File: src/pidp_pkg.sv
package pidp_pkg;

  // word and lane geometry
  localparam int WORD_BITS = 32;
  localparam int MIN_ELEM  = 2;
  localparam int NUM_LANES = WORD_BITS / MIN_ELEM;
  localparam int ELEM_MAX  = 16;
  localparam int SUM_W     = 32;
  localparam int CODE_W    = 4;
  localparam int COUNT_W   = 5;
  localparam int EW_W      = 5;
  localparam int GROUP     = 4;
  localparam int NUM_GROUPS = NUM_LANES / GROUP;

  // width pair codes (A/B)
  localparam logic [CODE_W-1:0] WP_16_16 = 4'd0;
  localparam logic [CODE_W-1:0] WP_8_8   = 4'd1;
  localparam logic [CODE_W-1:0] WP_4_4   = 4'd2;
  localparam logic [CODE_W-1:0] WP_2_2   = 4'd3;
  localparam logic [CODE_W-1:0] WP_16_8  = 4'd4;
  localparam logic [CODE_W-1:0] WP_16_4  = 4'd5;
  localparam logic [CODE_W-1:0] WP_16_2  = 4'd6;
  localparam logic [CODE_W-1:0] WP_8_4   = 4'd7;
  localparam logic [CODE_W-1:0] WP_8_2   = 4'd8;
  localparam logic [CODE_W-1:0] WP_4_2   = 4'd9;
  localparam logic [CODE_W-1:0] WIDTH_PAIR_RESET = WP_8_8;

  // element widths
  localparam logic [EW_W-1:0] EW16 = 5'd16;
  localparam logic [EW_W-1:0] EW8  = 5'd8;
  localparam logic [EW_W-1:0] EW4  = 5'd4;
  localparam logic [EW_W-1:0] EW2  = 5'd2;
  localparam logic [EW_W-1:0] EW_NONE = 5'd0;

  // pairs that fit in one word for each A width
  localparam logic [COUNT_W:0] PAIRS16 = (COUNT_W+1)'(WORD_BITS / 16);
  localparam logic [COUNT_W:0] PAIRS8  = (COUNT_W+1)'(WORD_BITS / 8);
  localparam logic [COUNT_W:0] PAIRS4  = (COUNT_W+1)'(WORD_BITS / 4);
  localparam logic [COUNT_W:0] PAIRS2  = (COUNT_W+1)'(WORD_BITS / 2);

  // pipeline stage control
  typedef struct packed {
    logic valid;
    logic last;
  } stage_ctl_t;

  function automatic logic [EW_W-1:0] a_width_of(input logic [CODE_W-1:0] code);
    logic [EW_W-1:0] w;
    unique case (code)
      WP_16_16, WP_16_8, WP_16_4, WP_16_2: w = EW16;
      WP_8_8, WP_8_4, WP_8_2:              w = EW8;
      WP_4_4, WP_4_2:                      w = EW4;
      WP_2_2:                              w = EW2;
      default:                             w = EW_NONE;
    endcase
    return w;
  endfunction

  function automatic logic [EW_W-1:0] b_width_of(input logic [CODE_W-1:0] code);
    logic [EW_W-1:0] w;
    unique case (code)
      WP_16_16:                            w = EW16;
      WP_8_8, WP_16_8:                     w = EW8;
      WP_4_4, WP_16_4, WP_8_4:             w = EW4;
      WP_2_2, WP_16_2, WP_8_2, WP_4_2:     w = EW2;
      default:                             w = EW_NONE;
    endcase
    return w;
  endfunction

  // clamp limit on the pair count; unused codes use no pairs
  function automatic logic [COUNT_W:0] max_pairs(input logic [CODE_W-1:0] code);
    logic [COUNT_W:0] n;
    unique case (a_width_of(code))
      EW16:    n = PAIRS16;
      EW8:     n = PAIRS8;
      EW4:     n = PAIRS4;
      EW2:     n = PAIRS2;
      default: n = '0;
    endcase
    return n;
  endfunction

endpackage

File: src/packed_int_dot_product.sv
// packed integer dot product, sixteen multiplier lanes and a registered adder tree
// a last transaction's sum passes the product, group-sum and total registers, then is registered on dot_sum
// throughput: one transaction per cycle while in_stall is low, set by the accumulator add
// non-last transactions keep flowing while a result waits on a stalled output
// reset (rst, synchronous): pipeline emptied, accumulator zero, width_pair 8/8
module packed_int_dot_product (
  input  logic                                clk,
  input  logic                                rst,
  input  logic                                cfg_wr_en,
  input  logic [pidp_pkg::CODE_W-1:0]         cfg_wr_data,
  input  logic                                in_valid,
  output logic                                in_stall,
  input  logic [pidp_pkg::WORD_BITS-1:0]      a_word,
  input  logic [pidp_pkg::WORD_BITS-1:0]      b_bits,
  input  logic [pidp_pkg::COUNT_W-1:0]        element_count,
  input  logic                                last,
  output logic                                out_valid,
  input  logic                                out_stall,
  output logic signed [pidp_pkg::SUM_W-1:0]   dot_sum
);

  logic [pidp_pkg::CODE_W-1:0] width_pair;
  pidp_pkg::stage_ctl_t lane_ctl;
  logic [pidp_pkg::NUM_LANES-1:0][pidp_pkg::SUM_W-1:0] products;
  logic take, lane_load;

  // width pair register
  always_ff @(posedge clk) begin
    if (rst) begin
      width_pair <= pidp_pkg::WIDTH_PAIR_RESET;
    end else if (cfg_wr_en) begin
      width_pair <= cfg_wr_data;
    end
  end

  // lane stage control
  assign lane_load = !lane_ctl.valid || take;
  assign in_stall  = !lane_load;

  always_ff @(posedge clk) begin
    if (rst) begin
      lane_ctl <= '0;
    end else if (lane_load) begin
      lane_ctl.valid <= in_valid;
      lane_ctl.last  <= last;
    end
  end

  // multiplier lanes
  for (genvar i = 0; i < pidp_pkg::NUM_LANES; i++) begin : g_lane
    logic signed [pidp_pkg::SUM_W-1:0] product;

    pidp_lane #(
      .LANE(i)
    ) u_lane (
      .clk           (clk),
      .en            (lane_load),
      .a_word        (a_word),
      .b_bits        (b_bits),
      .element_count (element_count),
      .width_pair    (width_pair),
      .product       (product)
    );

    assign products[i] = product;
  end

  // adder tree, accumulator and output
  pidp_merge u_merge (
    .clk       (clk),
    .rst       (rst),
    .lane_ctl  (lane_ctl),
    .products  (products),
    .take      (take),
    .out_valid (out_valid),
    .out_stall (out_stall),
    .dot_sum   (dot_sum)
  );

endmodule

File: src/pidp_lane.sv
module pidp_lane #(
  parameter int LANE = 0
) (
  input  logic                                clk,
  input  logic                                en,
  input  logic [pidp_pkg::WORD_BITS-1:0]      a_word,
  input  logic [pidp_pkg::WORD_BITS-1:0]      b_bits,
  input  logic [pidp_pkg::COUNT_W-1:0]        element_count,
  input  logic [pidp_pkg::CODE_W-1:0]         width_pair,
  output logic signed [pidp_pkg::SUM_W-1:0]   product
);

  localparam int SH16 = LANE * 16;
  localparam int SH8  = LANE * 8;
  localparam int SH4  = LANE * 4;
  localparam int SH2  = LANE * 2;
  localparam logic [pidp_pkg::COUNT_W:0] LANE_IDX = (pidp_pkg::COUNT_W+1)'(LANE);

  logic [pidp_pkg::WORD_BITS-1:0] a_sh16, a_sh8, a_sh4, a_sh2;
  logic [pidp_pkg::WORD_BITS-1:0] b_sh16, b_sh8, b_sh4, b_sh2;
  logic signed [pidp_pkg::ELEM_MAX-1:0] a_op, b_op;
  logic signed [pidp_pkg::SUM_W-1:0]    prod_full;
  logic signed [pidp_pkg::SUM_W-1:0]    product_next;
  logic lane_used;

  // bring this lane's element down to bit 0; lanes above the word read zero
  assign a_sh16 = a_word >> SH16;
  assign a_sh8  = a_word >> SH8;
  assign a_sh4  = a_word >> SH4;
  assign a_sh2  = a_word >> SH2;
  assign b_sh16 = b_bits >> SH16;
  assign b_sh8  = b_bits >> SH8;
  assign b_sh4  = b_bits >> SH4;
  assign b_sh2  = b_bits >> SH2;

  // sign-extended A operand
  always_comb begin
    unique case (pidp_pkg::a_width_of(width_pair))
      pidp_pkg::EW16: a_op = a_sh16[15:0];
      pidp_pkg::EW8:  a_op = {{8{a_sh8[7]}}, a_sh8[7:0]};
      pidp_pkg::EW4:  a_op = {{12{a_sh4[3]}}, a_sh4[3:0]};
      pidp_pkg::EW2:  a_op = {{14{a_sh2[1]}}, a_sh2[1:0]};
      default:        a_op = '0;
    endcase
  end

  // sign-extended B operand
  always_comb begin
    unique case (pidp_pkg::b_width_of(width_pair))
      pidp_pkg::EW16: b_op = b_sh16[15:0];
      pidp_pkg::EW8:  b_op = {{8{b_sh8[7]}}, b_sh8[7:0]};
      pidp_pkg::EW4:  b_op = {{12{b_sh4[3]}}, b_sh4[3:0]};
      pidp_pkg::EW2:  b_op = {{14{b_sh2[1]}}, b_sh2[1:0]};
      default:        b_op = '0;
    endcase
  end

  // lane takes part only below the clamped count
  assign lane_used = (LANE_IDX < {1'b0, element_count}) &&
                     (LANE_IDX < pidp_pkg::max_pairs(width_pair));

  // signed product at full sum width
  assign prod_full    = a_op * b_op;
  assign product_next = lane_used ? prod_full : '0;

  // product register
  always_ff @(posedge clk) begin
    if (en) begin
      product <= product_next;
    end
  end

endmodule

File: src/pidp_merge.sv
module pidp_merge (
  input  logic                                                 clk,
  input  logic                                                 rst,
  input  pidp_pkg::stage_ctl_t                                 lane_ctl,
  input  logic [pidp_pkg::NUM_LANES-1:0][pidp_pkg::SUM_W-1:0]  products,
  output logic                                                 take,
  output logic                                                 out_valid,
  input  logic                                                 out_stall,
  output logic signed [pidp_pkg::SUM_W-1:0]                    dot_sum
);

  pidp_pkg::stage_ctl_t grp_ctl, tot_ctl;
  logic [pidp_pkg::NUM_GROUPS-1:0][pidp_pkg::SUM_W-1:0] grp_sum, grp_sum_next;
  logic [pidp_pkg::SUM_W-1:0] total, total_next;
  logic [pidp_pkg::SUM_W-1:0] accumulator, acc_sum;
  logic out_free, tot_load, tot_consume, grp_load;

  // stage handshakes: a non-last total stage never waits on the output
  assign out_free    = !out_valid || !out_stall;
  assign tot_consume = tot_ctl.valid && (!tot_ctl.last || out_free);
  assign tot_load    = !tot_ctl.valid || tot_consume;
  assign grp_load    = !grp_ctl.valid || tot_load;
  assign take        = grp_load;

  // first level of the tree: groups of four lanes
  always_comb begin
    for (int g = 0; g < pidp_pkg::NUM_GROUPS; g++) begin
      grp_sum_next[g] = '0;
      for (int k = 0; k < pidp_pkg::GROUP; k++) begin
        grp_sum_next[g] = grp_sum_next[g] + products[g*pidp_pkg::GROUP + k];
      end
    end
  end

  // second level of the tree
  always_comb begin
    total_next = '0;
    for (int g = 0; g < pidp_pkg::NUM_GROUPS; g++) begin
      total_next = total_next + grp_sum[g];
    end
  end

  assign acc_sum = accumulator + total;

  // tree registers
  always_ff @(posedge clk) begin
    if (rst) begin
      grp_ctl <= '0;
      tot_ctl <= '0;
    end else begin
      if (grp_load) begin
        grp_ctl <= lane_ctl;
      end
      if (tot_load) begin
        tot_ctl <= grp_ctl;
      end
    end
  end

  always_ff @(posedge clk) begin
    if (grp_load) begin
      grp_sum <= grp_sum_next;
    end
    if (tot_load) begin
      total <= total_next;
    end
  end

  // accumulator and output register
  always_ff @(posedge clk) begin
    if (rst) begin
      accumulator <= '0;
      out_valid   <= 1'b0;
    end else begin
      if (out_valid && !out_stall) begin
        out_valid <= 1'b0;
      end
      if (tot_consume) begin
        if (tot_ctl.last) begin
          accumulator <= '0;
          out_valid   <= 1'b1;
        end else begin
          accumulator <= acc_sum;
        end
      end
    end
  end

  always_ff @(posedge clk) begin
    if (tot_consume && tot_ctl.last) begin
      dot_sum <= acc_sum;
    end
  end

  // a last transaction leaving the tree raises the output
  a_last_emits: assert property (@(posedge clk) disable iff (rst)
    (tot_consume && tot_ctl.last) |=> out_valid)
    else $error("last transaction did not produce a result");

  // the accumulator starts from zero after a result
  a_acc_cleared: assert property (@(posedge clk) disable iff (rst)
    (tot_consume && tot_ctl.last) |=> (accumulator == '0))
    else $error("accumulator not cleared after last");

  // a blocked last transaction holds its stage
  a_last_holds: assert property (@(posedge clk) disable iff (rst)
    (tot_ctl.valid && tot_ctl.last && !out_free) |=>
      (tot_ctl.valid && tot_ctl.last && $stable(total)))
    else $error("blocked last transaction lost");

endmodule

File: config.mk
export PLATFORM = sky130hd
export DESIGN_NAME = packed_int_dot_product
export DESIGN_NICKNAME = d
export VERILOG_FILES = /design/src/pidp_pkg.sv /design/src/packed_int_dot_product.sv /design/src/pidp_lane.sv /design/src/pidp_merge.sv
export SDC_FILE = /design/constraint.sdc
export NUM_CORES = 2
export LEC_CHECK = 0
export BUFFER_PORTS_ARGS = -buffer_cell sky130_fd_sc_hd__buf_4
export CORE_MARGIN = 10
export CORE_UTILIZATION = 45
export CTS_BUF_LIST = sky130_fd_sc_hd__clkbuf_2
export DETAILED_ROUTE_END_ITERATION = 10
export PLACE_DENSITY = 0.72
export REMOVE_ABC_BUFFERS = 1
export SKIP_CTS_REPAIR_TIMING = 1
export SYNTH_ARGS = -nofsm -noshare
export SYNTH_HDL_FRONTEND = slang
export SYNTH_SLANG_ARGS = --single-unit
File: constraint.sdc
create_clock -name clk -period 22.9 [get_ports clk]
set_clock_uncertainty 0.2 [all_clocks]
set_input_delay 1.145 -clock clk [delete_from_list [all_inputs] [get_ports clk]]
set_output_delay 1.145 -clock clk [all_outputs]
set_load 0.01 [all_outputs]
==> impl_summary.md <==
Worst hold path
The path with the worst hold slack has its endpoint at g_lane[0].u_lane.product[0]. The instance count along the most critical hold path is 3. The type of the most critical hold path is in -> reg. The worst hold path begins at a_word[0].

Drt
Summing over every cut layer, the via total after detailed routing is 73800. The first detailed-routing pass took 8 iterations. After detailed routing, the total wire length is 293000 microns. The vias per cell is 5.47. In the final routed layout, each cell accounts on average for 21.8 microns.

The DRC violation count after routing is 0. The violation count after the first detailed-route iteration is 6331. The count of nets left with antenna violations once routing finished came out at 0.

Placed design
In this run the tool buffered the top-level ports with 112 buffer cells. Detailed placement ended at an HPWL of 246000 microns. The global placer's final weighted congestion is 1.01.

Power and ir drop
Total power for the finished layout comes to 7.39 mW. The standby leakage power is 55.5 nW. Per report_power, the sequential group accounts for 25.5% of the total. The peak ir drop on the vdd network is 164 uV. The clock network power share is 13.9%. In this run switching power makes up 48.9% of total power. The combinational cell fraction of total power is 60.7%. The internal power of the cells totals 3.77 mW. The power density relative to cell area is 68.6 nW/um^2. The net switching component of the power is 3.61 mW.

Floorplanning
The die extent in x is 493 microns. For this configuration, the core starts out at a cell density of 45.3%. The region available for standard cell placement spans 223000 sq um. The floorplan step set the die height to 493 microns.

The number of top-level design ports is 113. The full die area is 244000 sq um. The floorplan has 173 rows.

Finish
The total number of nets in the final design is 13000. The ratio of cells with drive above 1 in the final layout is 6.17%. The most frequent standard cell in the layout excluding fill and tap cells is sky130_fd_sc_hd__inv_1.

The library cells used most frequently in the layout, excluding fill and tap cells, are sky130_fd_sc_hd__inv_1 (1775), sky130_fd_sc_hd__fa_1 (1475), sky130_fd_sc_hd__ha_1 (1154). The growth of design area from synthesis to finish is 6.80%. The area taken by flip-flops and latches is 22200 sq um. The number of fillers in the final layout is 20500.

The multi-input combinational cells in the finished layout cover a total of 71300 sq um.

Critical path
The worst register-to-register path ends at g_lane[0].u_lane.product[31]. The worst setup path is captured at a flip-flop. For the worst flop-to-flop path, the logic depth is 25.

The setup path with the least slack is of type reg -> reg. The standard cell with the maximum stage delay on the critical path is sky130_fd_sc_hd__fa_1. The internal reg-to-reg setup slack is 13.68 ns. Along the worst path, the maximum fanout reaches 27. On the worst path, the slowest cell contributes a delay of 0.68 ns. The number of buffer and inverter stages on the critical path is 4.

The data required time at the worst endpoint is 24.12 ns. Counting stages on the worst path, the most repeated cell is sky130_fd_sc_hd__fa_1. In this run the number of cells on the critical path is 25.

The type of origin of the critical path is a flip-flop. At the worst endpoint, the arrival time is 10.45 ns. The dominant delay contributor by cell family on the critical path is adder cells.

Run status
The flow ran to the end, and the final reports show no timing, DRC or antenna violations.

Logic synthesis
For this run, the number of Yosys warnings is 0. The mean post-synth cell area is 9.96 sq um. The synthesized cell area is 101000 sq um. The synthesized design contains 704 enable-type register cells. The fraction of registers with async set or reset after synthesis is 0%. The most used flip-flop cell after synthesis is sky130_fd_sc_hd__edfxtp_1.

The cell count after synthesis came out at 10100. The sequential element share of the synthesized area is 22.0%. The number of storage elements in the synthesis netlist is 755.

In this run, distinct cell masters in the synthesized netlist total 100.

Clock network
Counting along the longest clock path gives a buffer depth of 3. The clock latency reported for the late side of the worst-skew pair is 1.75 ns. The clock sink count is 755. TritonCTS built the clock tree. The clock transition at the registers of the reported paths is 0.12 ns. The total clock buffers created by CTS is 193. The root buffer cell is sky130_fd_sc_hd__clkbuf_2. The total number of H-tree levels is 4.

STA
The final hold violation count is 0. After layout, the worst path uses 40.3% of the clock period. For the pin with the worst max-slew slack, the measured transition is 1.39 ns. The count of final max-slew check failures is 0. The clock period could shrink to 9.22 ns.

The maximum clock rate is 0.108 GHz. The total setup violations reported at the end of the flow is 0. Setup repair after global routing left no endpoint under its margin.

The accumulated negative setup slack is 0 ns. The worst pin sits at a relative slew slack of 7.04%.

GRT
The first global-routing pass estimated 453000 microns of wire. Global routing finished with a remaining overflow of 0. The total global routing track utilization is 23.9%. The number of global-route vias before repair is 77400. The initial antenna violation count is 26. The maximum number of pins on one net before global-route repair is 83.

Run
The max-cap check violation count is 0.
## metrics by stage
step                hold WS [ns]  std cells  utilization (%)  setup WS (ns)  instance area [sq um]
floorplan                  0.230       9899                -           4.88                 100000
global placement           0.244      13100             47.2          13.50                 105000
detailed placement         0.256      13100             47.3          13.48                 105000
CTS                       -0.768      13400             48.1          13.80                 107000
global route              0.0209      13500             48.4          13.26                 108000
finish                     0.148      13500             48.4          13.68                 108000
## flip-flops by register name, indices dropped and copies added (netlist names), named ones only
name                   flops
g_lane.u_lane.product    512
lane_ctl                   2
u_merge.accumulator       32
u_merge.dot_sum           32
u_merge.grp_ctl            2
u_merge.grp_sum          128
u_merge.out_valid          1
u_merge.tot_ctl            2
u_merge.total             32
width_pair                 4
## metal layers
layer / vias to the layer above / global-route usage, % / share of wire (%)
met5: - / 0 / 0.012
met4: 6 / 11.3 / 5.4
met3: 628 / 4.46 / 8.0
met2: 2749 / 38.7 / 46
met1: 36700 / 31.0 / 40
li1: 33700 / - / -
## synthesized netlist by cell type (all sizes together) (23+ instances only)
cell | count | share of area, %
inv | 1778 | 6.6
fa | 1475 | 29
ha | 1154 | 14
nor2 | 1110 | 4.1
edfxtp | 704 | 21
nand2 | 589 | 2.2
a21oi | 564 | 2.8
xnor2 | 439 | 3.8
a21o | 278 | 2.1
o21ai | 249 | 1.2
clkbuf | 209 | 0.78
xor2 | 169 | 1.5
nand3 | 116 | 0.58
nand2b | 101 | 0.63
nor3 | 101 | 0.50
o21a | 81 | 0.60
and2 | 77 | 0.48
or2 | 74 | 0.46
o21bai | 71 | 0.53
nor2b | 68 | 0.42
and3 | 66 | 0.41
a31oi | 53 | 0.33
dfxtp | 51 | 1.0
a211oi | 44 | 0.34
nand4 | 40 | 0.25
a22oi | 37 | 0.28
o22ai | 27 | 0.17
or3 | 26 | 0.16
buf | 23 | 0.11
## power groups by stage
stage          Clock [mW]  Sequential, mW  Combinational (mW)
3_3_place_gp            0            1.91                4.27
3_5_place_dp            0            1.91                4.38
6_report             1.02            1.88                4.48
5_1_grt              1.12            1.89                4.97
4_1_cts              1.05            1.88                4.41
2_1_floorplan           0            1.81                2.99
## layout make-up
cell class / instances / share of cell area (%)
Antenna cell: 13 / 0.0302
Multi-Input combinational cell: 7358 / 66.1
Clock inverter: 74 / 0.474
Timing Repair Buffer: 241 / 1.80
Tap cell: 2975 / 3.45
Sequential cell: 755 / 20.6
Inverter: 1786 / 6.22
Clock buffer: 281 / 1.31
## worst max-delay path by stage
stage / startpoint / to / slack [ns]
6_report: flip-flop / g_lane[0].u_lane.product[31] / 13.68
5_1_grt: flip-flop / g_lane[0].u_lane.product[31] / 13.26
4_1_cts: flip-flop / g_lane[0].u_lane.product[31] / 13.80
3_5_place_dp: b_bits[15] / g_lane[7].u_lane.product[23] / 13.48
3_3_place_gp: b_bits[3] / g_lane[1].u_lane.product[29] / 13.50
2_1_floorplan: out_stall / g_lane[0].u_lane.product[0] / 4.88
## cells by family (layout without fill, tap and decap cells)
family | Yosys count | in the layout | share of synthesized area (%)
buffers and inverters | 2018 | 2382 | 7.53
AOI/OAI and AO/OA | 1645 | 1645 | 10.5
adders and majority gates | 2631 | 2631 | 43.6
and+or+nand+nor | 2459 | 2459 | 10.9
muxes | 15 | 15 | 0.151
other | 0 | 13 | 0
xor gates and xnor gates | 608 | 608 | 5.28
DFF | 755 | 755 | 22.0
## tightest hold or removal path, delay by kind of cell
kind          cells  cell delay (ns)
simple gates      2             0.64
buf+inv           1             0.12
Power figures use the tool's default switching activity.
